**src/rtl/core/mcr_pkg.sv**
```systemverilog
// mcr_pkg: shared types, constants and helpers of the midpoint circle rasterizer
// used by mcr_octant and midpoint_circle_rasterizer; depends on nothing else

package mcr_pkg;

  // sizing
  localparam int COORD_BITS = 12;
  localparam int MAX_RADIUS = 63;
  localparam int RESULT_CAP = 64;
  localparam int SCREEN_CAP = 1 << (COORD_BITS - 1);

  // configuration register indexes
  localparam logic [1:0] REG_SCREEN_WIDTH  = 2'd0;
  localparam logic [1:0] REG_SCREEN_HEIGHT = 2'd1;
  localparam logic [1:0] REG_PIXEL_COLOR   = 2'd2;

  // circle command word
  typedef struct packed {
    logic signed [11:0] center_x;
    logic signed [11:0] center_y;
    logic [5:0]         circle_radius;
  } cmd_t;

  // result word
  typedef struct packed {
    logic [5:0]  offset_major;
    logic [5:0]  offset_minor;
    logic [7:0]  octant_mask;
    logic [15:0] color_out;
    logic        box_valid;
    logic [10:0] box_left;
    logic [10:0] box_top;
    logic [11:0] box_width;
    logic [11:0] box_height;
    logic        last;
  } result_t;

  // latched circle geometry and effective screen size
  typedef struct packed {
    logic signed [11:0] cx;
    logic signed [11:0] cy;
    logic [11:0]        w;
    logic [11:0]        h;
  } geom_t;

  // true when a coordinate lies in [0, lim)
  function automatic logic on_axis(logic signed [12:0] p, logic [11:0] lim);
    on_axis = !p[12] && (p[11:0] < lim);
  endfunction

endpackage

```
**src/rtl/core/mcr_octant.sv**
```systemverilog
// mcr_octant: on-screen test of the eight octant pixels of one midpoint step
// depends on mcr_pkg (geom_t, on_axis)

module mcr_octant (
  input  mcr_pkg::geom_t geom,
  input  logic [6:0]     major,
  input  logic [6:0]     minor,
  output logic [7:0]     mask
);
  import mcr_pkg::*;

  logic signed [12:0] cx_ext, cy_ext, maj_ext, min_ext;
  logic signed [12:0] col_px, col_mx, col_py, col_my;
  logic signed [12:0] row_px, row_mx, row_py, row_my;
  logic in_col_px, in_col_mx, in_col_py, in_col_my;
  logic in_row_px, in_row_mx, in_row_py, in_row_my;

  // operand extension
  assign cx_ext  = {geom.cx[11], geom.cx};
  assign cy_ext  = {geom.cy[11], geom.cy};
  assign maj_ext = $signed({6'd0, major});
  assign min_ext = $signed({6'd0, minor});

  // the eight pixel coordinates
  assign col_px = cx_ext + maj_ext;
  assign col_mx = cx_ext - maj_ext;
  assign col_py = cx_ext + min_ext;
  assign col_my = cx_ext - min_ext;
  assign row_px = cy_ext + maj_ext;
  assign row_mx = cy_ext - maj_ext;
  assign row_py = cy_ext + min_ext;
  assign row_my = cy_ext - min_ext;

  // per-axis clipping on all four sides
  assign in_col_px = on_axis(col_px, geom.w);
  assign in_col_mx = on_axis(col_mx, geom.w);
  assign in_col_py = on_axis(col_py, geom.w);
  assign in_col_my = on_axis(col_my, geom.w);
  assign in_row_px = on_axis(row_px, geom.h);
  assign in_row_mx = on_axis(row_mx, geom.h);
  assign in_row_py = on_axis(row_py, geom.h);
  assign in_row_my = on_axis(row_my, geom.h);

  // octant order k0..k7
  assign mask[0] = in_col_px && in_row_py;
  assign mask[1] = in_col_py && in_row_px;
  assign mask[2] = in_col_my && in_row_px;
  assign mask[3] = in_col_mx && in_row_py;
  assign mask[4] = in_col_mx && in_row_my;
  assign mask[5] = in_col_my && in_row_mx;
  assign mask[6] = in_col_py && in_row_mx;
  assign mask[7] = in_col_px && in_row_my;

endmodule

```
**src/rtl/core/midpoint_circle_rasterizer.sv**
```systemverilog
// midpoint_circle_rasterizer: top level, command sequencer and midpoint step unit
// depends on mcr_pkg and mcr_octant

// Usage:
// - in channel (in_valid/in_ready/in_data) takes one circle command word:
//   signed center and radius. in_ready is high only while no circle runs.
// - out channel (out_valid/out_ready/out_data) gives one word per midpoint
//   step: offsets, octant on-screen mask and color; the final word of a
//   circle has last set and carries the clamped dirty box if it is on screen.
// - cfg channel (cfg_valid/cfg_ready/cfg_index/cfg_data) writes screen
//   width, screen height and pixel color; cfg_ready is always high and
//   writes are meant for idle periods only.
// - timing: after the command is accepted the sequencer passes through
//   ST_BOX to ST_RUN, where the single midpoint step unit gives one word
//   per cycle while the receiver takes them.
// - the output register decouples the sides: the next command is taken
//   while the last word of the previous circle still waits.
// - a stalled receiver freezes the step unit; the word on out_data holds.
// - reset (rst, synchronous) returns to idle with no word pending and the
//   registers at 320 x 240, color 0xFFFF.

module midpoint_circle_rasterizer (
  input  logic              clk,
  input  logic              rst,
  input  logic              in_valid,
  output logic              in_ready,
  input  mcr_pkg::cmd_t     in_data,
  output logic              out_valid,
  input  logic              out_ready,
  output mcr_pkg::result_t  out_data,
  input  logic              cfg_valid,
  output logic              cfg_ready,
  input  logic [1:0]        cfg_index,
  input  logic [15:0]       cfg_data
);
  import mcr_pkg::*;

  typedef enum logic [2:0] {
    ST_IDLE = 3'b001,
    ST_BOX  = 3'b010,
    ST_RUN  = 3'b100
  } state_t;

  state_t state;

  logic [11:0] screen_width, screen_height;
  logic [15:0] pixel_color;

  geom_t       geom;
  logic [6:0]  iter_major, iter_minor;
  logic signed [8:0] iter_error;
  logic [5:0]  count;

  logic signed [12:0] box_minx, box_maxx, box_miny, box_maxy;

  logic [11:0] w_eff, h_eff;
  logic [5:0]  radius_sat;

  logic signed [8:0] err_add, err_next;
  logic signed [9:0] err_twice;
  logic        step_down, cont, last_step, load;
  logic [6:0]  major_next, minor_next;
  logic [7:0]  mask;

  logic        box_ok;
  logic [11:0] cminx, cmaxx, cminy, cmaxy;
  result_t     word;

  // configuration registers
  assign cfg_ready = 1'b1;

  always_ff @(posedge clk) begin
    if (rst) begin
      screen_width  <= 12'd320;
      screen_height <= 12'd240;
      pixel_color   <= 16'hFFFF;
    end else if (cfg_valid && cfg_ready) begin
      unique case (cfg_index)
        REG_SCREEN_WIDTH:  screen_width  <= cfg_data[11:0];
        REG_SCREEN_HEIGHT: screen_height <= cfg_data[11:0];
        REG_PIXEL_COLOR:   pixel_color   <= cfg_data;
        default: ;
      endcase
    end
  end

  // effective screen size and radius limit
  assign w_eff = (screen_width > 12'(SCREEN_CAP)) ? 12'(SCREEN_CAP) : screen_width;
  assign h_eff = (screen_height > 12'(SCREEN_CAP)) ? 12'(SCREEN_CAP) : screen_height;
  assign radius_sat = (in_data.circle_radius > 6'(MAX_RADIUS)) ?
                      6'(MAX_RADIUS) : in_data.circle_radius;

  // midpoint step unit
  assign err_add    = iter_error + $signed({2'd0, iter_minor});
  assign err_twice  = {err_add, 1'b0};
  assign step_down  = err_twice >= $signed({3'd0, iter_major});
  assign err_next   = step_down ? (err_add - $signed({2'd0, iter_major})) : err_add;
  assign major_next = step_down ? (iter_major - 7'd1) : iter_major;
  assign minor_next = iter_minor + 7'd1;
  assign cont       = step_down ? ({1'b0, iter_major} >= ({1'b0, iter_minor} + 8'd2))
                                : (iter_major > iter_minor);
  assign last_step  = !cont || (count == 6'(RESULT_CAP - 1));

  // octant clipping lanes
  mcr_octant u_octant (
    .geom  (geom),
    .major (iter_major),
    .minor (iter_minor),
    .mask  (mask)
  );

  // dirty box clamp
  assign box_ok = (geom.w != 12'd0) && (geom.h != 12'd0) &&
                  !box_maxx[12] && !box_maxy[12] &&
                  !(!box_minx[12] && (box_minx[11:0] >= geom.w)) &&
                  !(!box_miny[12] && (box_miny[11:0] >= geom.h));
  assign cminx = box_minx[12] ? 12'd0 : box_minx[11:0];
  assign cminy = box_miny[12] ? 12'd0 : box_miny[11:0];
  assign cmaxx = (box_maxx[11:0] >= geom.w) ? (geom.w - 12'd1) : box_maxx[11:0];
  assign cmaxy = (box_maxy[11:0] >= geom.h) ? (geom.h - 12'd1) : box_maxy[11:0];

  // result word assembly
  always_comb begin
    word              = '0;
    word.offset_major = iter_major[5:0];
    word.offset_minor = iter_minor[5:0];
    word.octant_mask  = mask;
    word.color_out    = pixel_color;
    word.last         = last_step;
    if (last_step && box_ok) begin
      word.box_valid  = 1'b1;
      word.box_left   = cminx[10:0];
      word.box_top    = cminy[10:0];
      word.box_width  = cmaxx - cminx + 12'd1;
      word.box_height = cmaxy - cminy + 12'd1;
    end
  end

  assign in_ready = (state == ST_IDLE);
  assign load     = (state == ST_RUN) && (!out_valid || out_ready);

  // sequencer and iteration registers
  always_ff @(posedge clk) begin
    if (rst) begin
      state <= ST_IDLE;
    end else begin
      unique case (state)
        ST_IDLE: if (in_valid && in_ready) state <= ST_BOX;
        ST_BOX:  state <= ST_RUN;
        ST_RUN:  if (load && last_step) state <= ST_IDLE;
        default: state <= ST_IDLE;
      endcase
    end
  end

  always_ff @(posedge clk) begin
    if (in_valid && in_ready) begin
      geom.cx    <= in_data.center_x;
      geom.cy    <= in_data.center_y;
      geom.w     <= w_eff;
      geom.h     <= h_eff;
      iter_major <= {1'b0, radius_sat};
      iter_minor <= 7'd0;
      iter_error <= 9'sd0;
      count      <= 6'd0;
    end else if (load) begin
      iter_major <= major_next;
      iter_minor <= minor_next;
      iter_error <= err_next;
      count      <= count + 6'd1;
    end
  end

  // box extents, registered in ST_BOX from the latched command
  always_ff @(posedge clk) begin
    if (state == ST_BOX) begin
      box_minx <= {geom.cx[11], geom.cx} - $signed({6'd0, iter_major});
      box_maxx <= {geom.cx[11], geom.cx} + $signed({6'd0, iter_major});
      box_miny <= {geom.cy[11], geom.cy} - $signed({6'd0, iter_major});
      box_maxy <= {geom.cy[11], geom.cy} + $signed({6'd0, iter_major});
    end
  end

  // output register
  always_ff @(posedge clk) begin
    if (rst) begin
      out_valid <= 1'b0;
    end else if (load) begin
      out_valid <= 1'b1;
    end else if (out_ready) begin
      out_valid <= 1'b0;
    end
  end

  always_ff @(posedge clk) begin
    if (load) begin
      out_data <= word;
    end
  end

`ifndef SYNTH
  // the step unit only runs while the midpoint condition holds
  a_run_order: assert property (@(posedge clk) disable iff (rst)
    (state == ST_RUN) |-> (iter_major >= iter_minor))
    else $error("midpoint step running with minor above major");

  // box fields only on the final word
  a_box_last: assert property (@(posedge clk) disable iff (rst)
    (out_valid && !out_data.last) |-> (!out_data.box_valid && out_data.box_width == 12'd0))
    else $error("box data on a word that is not last");

  // a valid box is never empty
  a_box_size: assert property (@(posedge clk) disable iff (rst)
    (out_valid && out_data.box_valid) |->
      (out_data.box_width != 12'd0 && out_data.box_height != 12'd0))
    else $error("valid box with zero size");
`endif

endmodule
```
**config.mk**
```make
export PLATFORM = sky130hd
export DESIGN_NAME = midpoint_circle_rasterizer
export DESIGN_NICKNAME = d
export VERILOG_FILES = /design/src/rtl/core/mcr_pkg.sv /design/src/rtl/core/mcr_octant.sv /design/src/rtl/core/midpoint_circle_rasterizer.sv
export SDC_FILE = /design/constraint.sdc
export NUM_CORES = 1
export LEC_CHECK = 0
export ABC_CLOCK_PERIOD_IN_PS = 6500
export BUFFER_PORTS_ARGS = -buffer_cell sky130_fd_sc_hd__buf_2
export CAP_MARGIN = 0
export CORE_ASPECT_RATIO = 0.7
export CORE_MARGIN = 5
export CORE_UTILIZATION = 30
export CTS_CLUSTER_DIAMETER = 30
export DETAILED_ROUTE_END_ITERATION = 10
export SLEW_MARGIN = 15
export SYNTH_ARGS = -nofsm -noshare
export SYNTH_HDL_FRONTEND = slang
export SYNTH_HIERARCHICAL = 1
export SYNTH_SLANG_ARGS = --single-unit
```
**constraint.sdc**
```tcl
create_clock -name clk -period 6.5 [get_ports clk]
set_input_delay 0.65 -clock clk [delete_from_list [all_inputs] [get_ports clk]]
set_output_delay 0.65 -clock clk [all_outputs]
set_load 0.03 [all_outputs]
```
[Word-level counts from Yosys, hierarchy flattened]
Index checks and enable logic that the tools add are counted.
Word-level totals
  bits of input ports: 53
  bits in registers: 257
  output and inout bits: 87
  logic and storage cells: 151
Operators by class
  add/subtract/negate cells: 24
  mux-type cells: 16
  equality and inequality tests: 8
  reduce and logical (&&, ||, !) cells: 57
  magnitude comparators: 18
Operators with widths (count)
  12-bit < comparator: 8
  12-bit by 8-bit adder with 13-bit output: 6
  12-bit by 8-bit subtractor with 13-bit output: 6
  12-bit >= comparator: 4
  12-bit two-way mux: 4
  47-bit two-way mux: 1
  1-bit logical AND: 27
  12-bit by 1-bit adder with 12-bit output, second input constant: 2
  12-bit > comparator, second input constant: 2
  6-bit two-way mux: 4
  12-bit nonzero test: 2
  12-bit by 1-bit subtractor with 12-bit output, second input constant: 2
  12-bit subtractor: 2
  1-bit logical NOT: 16
  2-bit AND reduction: 6
  10-bit by 8-bit >= comparator with 1-bit output: 1
  9-bit by 8-bit adder with 9-bit output: 1
  9-bit two-way mux: 1
  3-bit case mux with 3 select lines: 1
  9-bit by 8-bit subtractor with 9-bit output: 1
  7-bit by 2-bit adder with 8-bit output, second input constant: 1
  7-bit by 8-bit >= comparator with 1-bit output: 1
  7-bit by 1-bit adder with 7-bit output, second input constant: 1
  7-bit > comparator: 1
  other kinds (15): 22

[Depth between registers and ports, before layout]
  depth in word-level cells: 8
  depth in mapped cells: 21
  gate-level depth less buffers: 20

[Modules after synthesis]
Netlist, hierarchy kept.
By module, submodules not included
  midpoint_circle_rasterizer: seq. area each 6986.7 um2, times used 1, area an instance 14577.7 um2, cells an instance 1399
  mcr_octant: seq. area each 0.0 um2, times used 1, area an instance 4963.5 um2, cells an instance 656

[Worst setup path after synthesis]
OpenSTA, ideal clock, no wires.
  kind: reg2reg
  start: reg state[0]
  end: reg box_maxx[10] (enable)
  slack: 1966 ps
  data required time: 5971 ps
  path buffers: 0
  stages on the path, launching flop included: 2
  setup time: 529 ps
  arrival: 4005 ps
  clock period less this slack: 4534 ps
  cells stage by stage: dfxtp_1 nor3b_1
Between the ends
  word-level cells in the longest chain between the ends: 1
RTL lines
  from (decl): RTL line midpoint_circle_rasterizer.sv:44  | state_t state;
  from (signal assigned): RTL line midpoint_circle_rasterizer.sv:145  | state <= ST_IDLE;
  from (signal assigned): RTL line midpoint_circle_rasterizer.sv:148  | ST_IDLE: if (in_valid && in_ready) state <= ST_BOX;
  from (signal assigned): RTL line midpoint_circle_rasterizer.sv:149  | ST_BOX: state <= ST_RUN;
  3-bit by 2-bit == test with 1-bit output: RTL line midpoint_circle_rasterizer.sv:176  | if (state == ST_BOX) begin
  to (signal assigned): RTL line midpoint_circle_rasterizer.sv:178  | box_maxx <= {geom.cx[11], geom.cx} + $signed({6'd0, iter_major});
  to (decl): RTL line midpoint_circle_rasterizer.sv:54  | logic signed [12:0] box_minx, box_maxx, box_miny, box_maxy;
Every way passes these cells.
A chain may end at the register's enable or synchronous reset.

[Final worst setup path]
  start: reg iter_minor[0]
  end: reg out_data[10] (netlist name) (data pin)
Between the ends
  word-level cells in the longest chain between the ends: 6
  elaborated cells between the ends (all ways): 9
  those cells by class: add/sub (2); order compare (3); mux (1); reduce/logical (3)
RTL lines
  from (decl): RTL line midpoint_circle_rasterizer.sv:50  | logic [6:0] iter_major, iter_minor;
  from (signal assigned): RTL line midpoint_circle_rasterizer.sv:168  | iter_minor <= minor_next;
  9-bit by 8-bit adder with 9-bit output or 7-bit by 2-bit adder with 8-bit output (tied branches): RTL line midpoint_circle_rasterizer.sv:94, midpoint_circle_rasterizer.sv:100
  10-bit by 8-bit >= comparator with 1-bit output or 7-bit by 8-bit >= comparator with 1-bit output (tied branches): RTL line midpoint_circle_rasterizer.sv:96, midpoint_circle_rasterizer.sv:100
  1-bit two-way mux (*): RTL line midpoint_circle_rasterizer.sv:100  | assign cont = step_down ? ({1'b0, iter_major} >= ({1'b0, iter_minor} + 8'd2))
  1-bit logical NOT (*): RTL line midpoint_circle_rasterizer.sv:102  | assign last_step = !cont || (count == 6'(RESULT_CAP - 1));
  1-bit logical OR (*): RTL line midpoint_circle_rasterizer.sv:102
  1-bit logical AND (*): RTL line midpoint_circle_rasterizer.sv:130  | if (last_step && box_ok) begin
  to (signal assigned): RTL line midpoint_circle_rasterizer.sv:197  | out_data <= word;
  to (decl): RTL line midpoint_circle_rasterizer.sv:30  | output mcr_pkg::result_t out_data,
Every way passes the cells marked *; elsewhere a longest branch is shown, timed or not.

==> flow_metrics.py <==
metrics = {
    "outcome": {
        "status": "finished clean",
    },
    "hold_path": {
        "hold_path.startpoint": "in_data[28]",
        "hold_class": "input port to flip-flop",
    },
    "layout": {
        "layout_commonest_cell": "ha_1",
        "syn_to_final_growth_pct": 19.2,
        "fill_cells": 6498,
        "diodes": 0,
        "final_nets": 2570,
        "final_cell_mix": "ha_1 (301), edfxtp_1 (188), nand2_1 (176), inv_1 (166), a21oi_1 (151)",
        "final_util": 0.360,
        "layout-drive-gt1-share": 0.133,
    },
    "drt": {
        "drt_pass1_iterations": 7,
        "drc": 0,
        "wl_per_cell_um": 18.2,
        "num_vias": 15701,
        "finalWirelength_um": 57100,
        "ant_nets": 0,
        "initialDrtViolationCount": 1156,
        "vias_per_cell": 5.02,
    },
    "timing": {
        "finalCriticalPeriod_ns": 4.65,
        "hold_viol": 0,
        "finalSetupTns_ns": 0,
        "worst_pin_slew_ns": 0.978,
        "min_period_over_period": 0.715,
        "finClkSkew_ns": 0.0706,
        "fmax_ghz": 0.215,
        "slew_headroom": 0.348,
        "rsz0062_at_grt": "no",
        "finalSetupViolCount": 0,
        "slew_viol_final": 0,
    },
    "global_route": {
        "grt_max_degree": 69,
        "grt-ovfl-total": 0,
        "grt_antenna_before_repair": 7,
        "first_global_vias": 15770,
        "grt_pass1_wl_um": 89000,
        "grt_usage": 0.158,
    },
    "clock_network": {
        "post_cts_buffers": 0,
        "numClockSinks": 255,
        "ctsHoldBuffers": 0,
        "numCtsBuffers": 56,
        "clockRootBuffer": "clkbuf_16",
        "cts_max_path_buffers": 3,
        "worstSkewPairLatency_ns": 0.64,
        "htreeDepth": 2,
        "cts_tree": "done",
        "path_clk_slew_ns": 0.05,
        "cts_resized": 0,
    },
    "floorplan": {
        "io_pins": 140,
        "core_area_um2": 64700,
        "die_area_um2": 70400,
        "start_util": 0.302,
        "die_width_um": 315,
        "fp.dieH_um": 224,
        "rows": 78,
    },
    "worst_setup_path": {
        "critPathKind": "flip-flop to flip-flop",
        "slowest_delay_ns": 0.70,
        "arrival_ns": 4.98,
        "crit_path_end_kind": "flip-flop",
        "r2r_start": "iter_minor[0]",
        "worstPathCellList": "ha_1 -> fa_1 -> a21o_1 -> a21oi_1 -> xnor2_1 -> ha_1 -> a21oi_1 -> o211ai_1 -> a311oi_2 -> a21oi_2 -> buf_4 -> mux2i_4 -> buf_4 -> nor3_1",
        "critPathTopFamily": "compound AO/OA/AOI/OAI gates",
        "crit_buf_inv": 2,
        "worstPathMaxFanout": 25,
        "start_kind": "flip-flop",
        "crit_slowest_cell": "mux2i_4",
        "cp-startpoint": "iter_minor[0]",
        "cp.required_ns": 6.84,
    },
    "synth": {
        "syn_area_per_cell_um2": 9.51,
        "syn_inst": 2055,
        "yosysWarnings": 6,
        "syn_nets": 2425,
        "synthFlopType": "edfxtp_1",
        "yosysSeqAreaShare": 0.358,
        "synth_edf_count": 188,
        "synth_cell_types": 86,
        "syn-cell-area_um2": 19500,
        "ys_seq_elements": 255,
        "async_flop_share": 0,
    },
    "power": {
        "peakVddDrop_mv": 0.204,
        "p_int_mw": 4.49,
        "cellPowerDensity_nw_per_um2": 272,
        "p_leak_nw": 9.63,
        "seq_power_share": 0.301,
        "power.share.switching": 0.292,
        "p_clk_frac": 0.503,
        "p_switching_mw": 1.85,
        "p_comb_frac": 0.196,
    },
    "run": {
        "cap_violations": 0,
    },
    "placed_design": {
        "portBuffers": 138,
        "gp_congestion": 0.904,
        "dp_hpwl_um": 43900,
    },
}
[cells in the mapped netlist, drive strengths merged (16+ instances only)]
cell,n,area [um2]
o21ai,88,440
nand4,22,138
clkbuf,45,169
nor4,16,100
a21o,28,213
dfxtp,67,1340
xnor2,108,946
xor2,45,394
o21a,18,135
fa,16,320
nand2b,35,219
edfxtp,188,5650
inv,170,638
nor2,139,522
ha,301,3770
nor2b,57,357
nand3,35,175
a21oi,152,764
nand3b,27,203
nor3,67,340
buf,24,179
nand2,176,661
[worst reg2reg max path: stages, from the launching register on]
cell and delay, ns:
dfxtp_1 0.46, ha_1 0.31, fa_1 0.41, a21o_1 0.21, a21oi_1 0.22, xnor2_1 0.21
ha_1 0.30, a21oi_1 0.21, o211ai_1 0.16, a311oi_2 0.40, a21oi_2 0.09, buf_4 0.21
mux2i_4 0.70, buf_4 0.42, nor3_1 0.11
[stage by stage]
stage | total power, mW | cells | setup WS, ns | hold WS (ns) | cell area (um2)
floorplan | 2.82 | 2055 | 1.97 | 0.408 | 19500
global placement | 3.12 | 3022 | 1.91 | 0.414 | 21200
detailed placement | 3.16 | 3022 | 1.82 | 0.418 | 21200
CTS | 6.40 | 3128 | 1.85 | 0.180 | 23300
global route | 6.67 | 3128 | 1.51 | 0.191 | 23300
finish | 6.34 | 3128 | 1.85 | 0.216 | 23300
[final cells by class]
cell class	instances	area, um2	area share
Timing Repair Buffer	156	826	0.0354
Multi-Input combinational cell	1561	11600	0.498
Inverter	170	641	0.0275
Clock buffer	57	1410	0.0603
Sequential cell	255	6990	0.300
Tap cell	880	1100	0.0473
Clock inverter	49	741	0.0318
[worst paths after layout]
kind / to / slack (ns) / cells after the start
max: out_data[10] / 1.85 / 14
min: geom[46] / 0.22 / 1
max reg2reg: out_data[10] / 1.85 / 14
min reg2reg: out_data[59] / 0.43 / 0
[layer usage]
layer / vias to the layer above / share of wire / track usage
li1: 7664 / - / -
met3: 85 / 0.066 / 0.0342
met2: 449 / 0.44 / 0.248
met1: 7493 / 0.47 / 0.224
met4: 10 / 0.020 / 0.0384
met5: - / 0.00095 / 0
[flip-flops by register name (all words and copies together), names as in the netlist, 3 cells and up]
| name | flops |
|---|---|
| out_data | 84 |
| screen_width | 12 |
| screen_height | 12 |
| count | 6 |
| pixel_color | 16 |
| iter_major | 7 |
| box_maxy | 12 |
| state | 3 |
| box_minx | 13 |
| iter_error | 9 |
| box_miny | 13 |
| geom | 48 |
| box_maxx | 12 |
| iter_minor | 7 |
[power by group through the flow]
stage | combinational (mW) | sequential (mW) | clock (mW)
2_1_floorplan | 0.921 | 1.90 | 0
6_report | 1.24 | 1.91 | 3.19
4_1_cts | 1.24 | 1.91 | 3.26
3_3_place_gp | 1.18 | 1.93 | 0
3_5_place_dp | 1.23 | 1.94 | 0
5_1_grt | 1.40 | 1.91 | 3.36
[logic make-up after synthesis]
logic type	after synthesis	synth area share
multiplexers	10	0.00525
adder cells (fa/ha/maj)	317	0.209
AND/OR/NAND/NOR	643	0.164
buffers and inverters	239	0.0505
XOR/XNOR	153	0.0686
flip-flops	255	0.358
AO/OA/AOI/OAI	437	0.144
other	1	0.000192
Power figures use the tool's default switching activity.
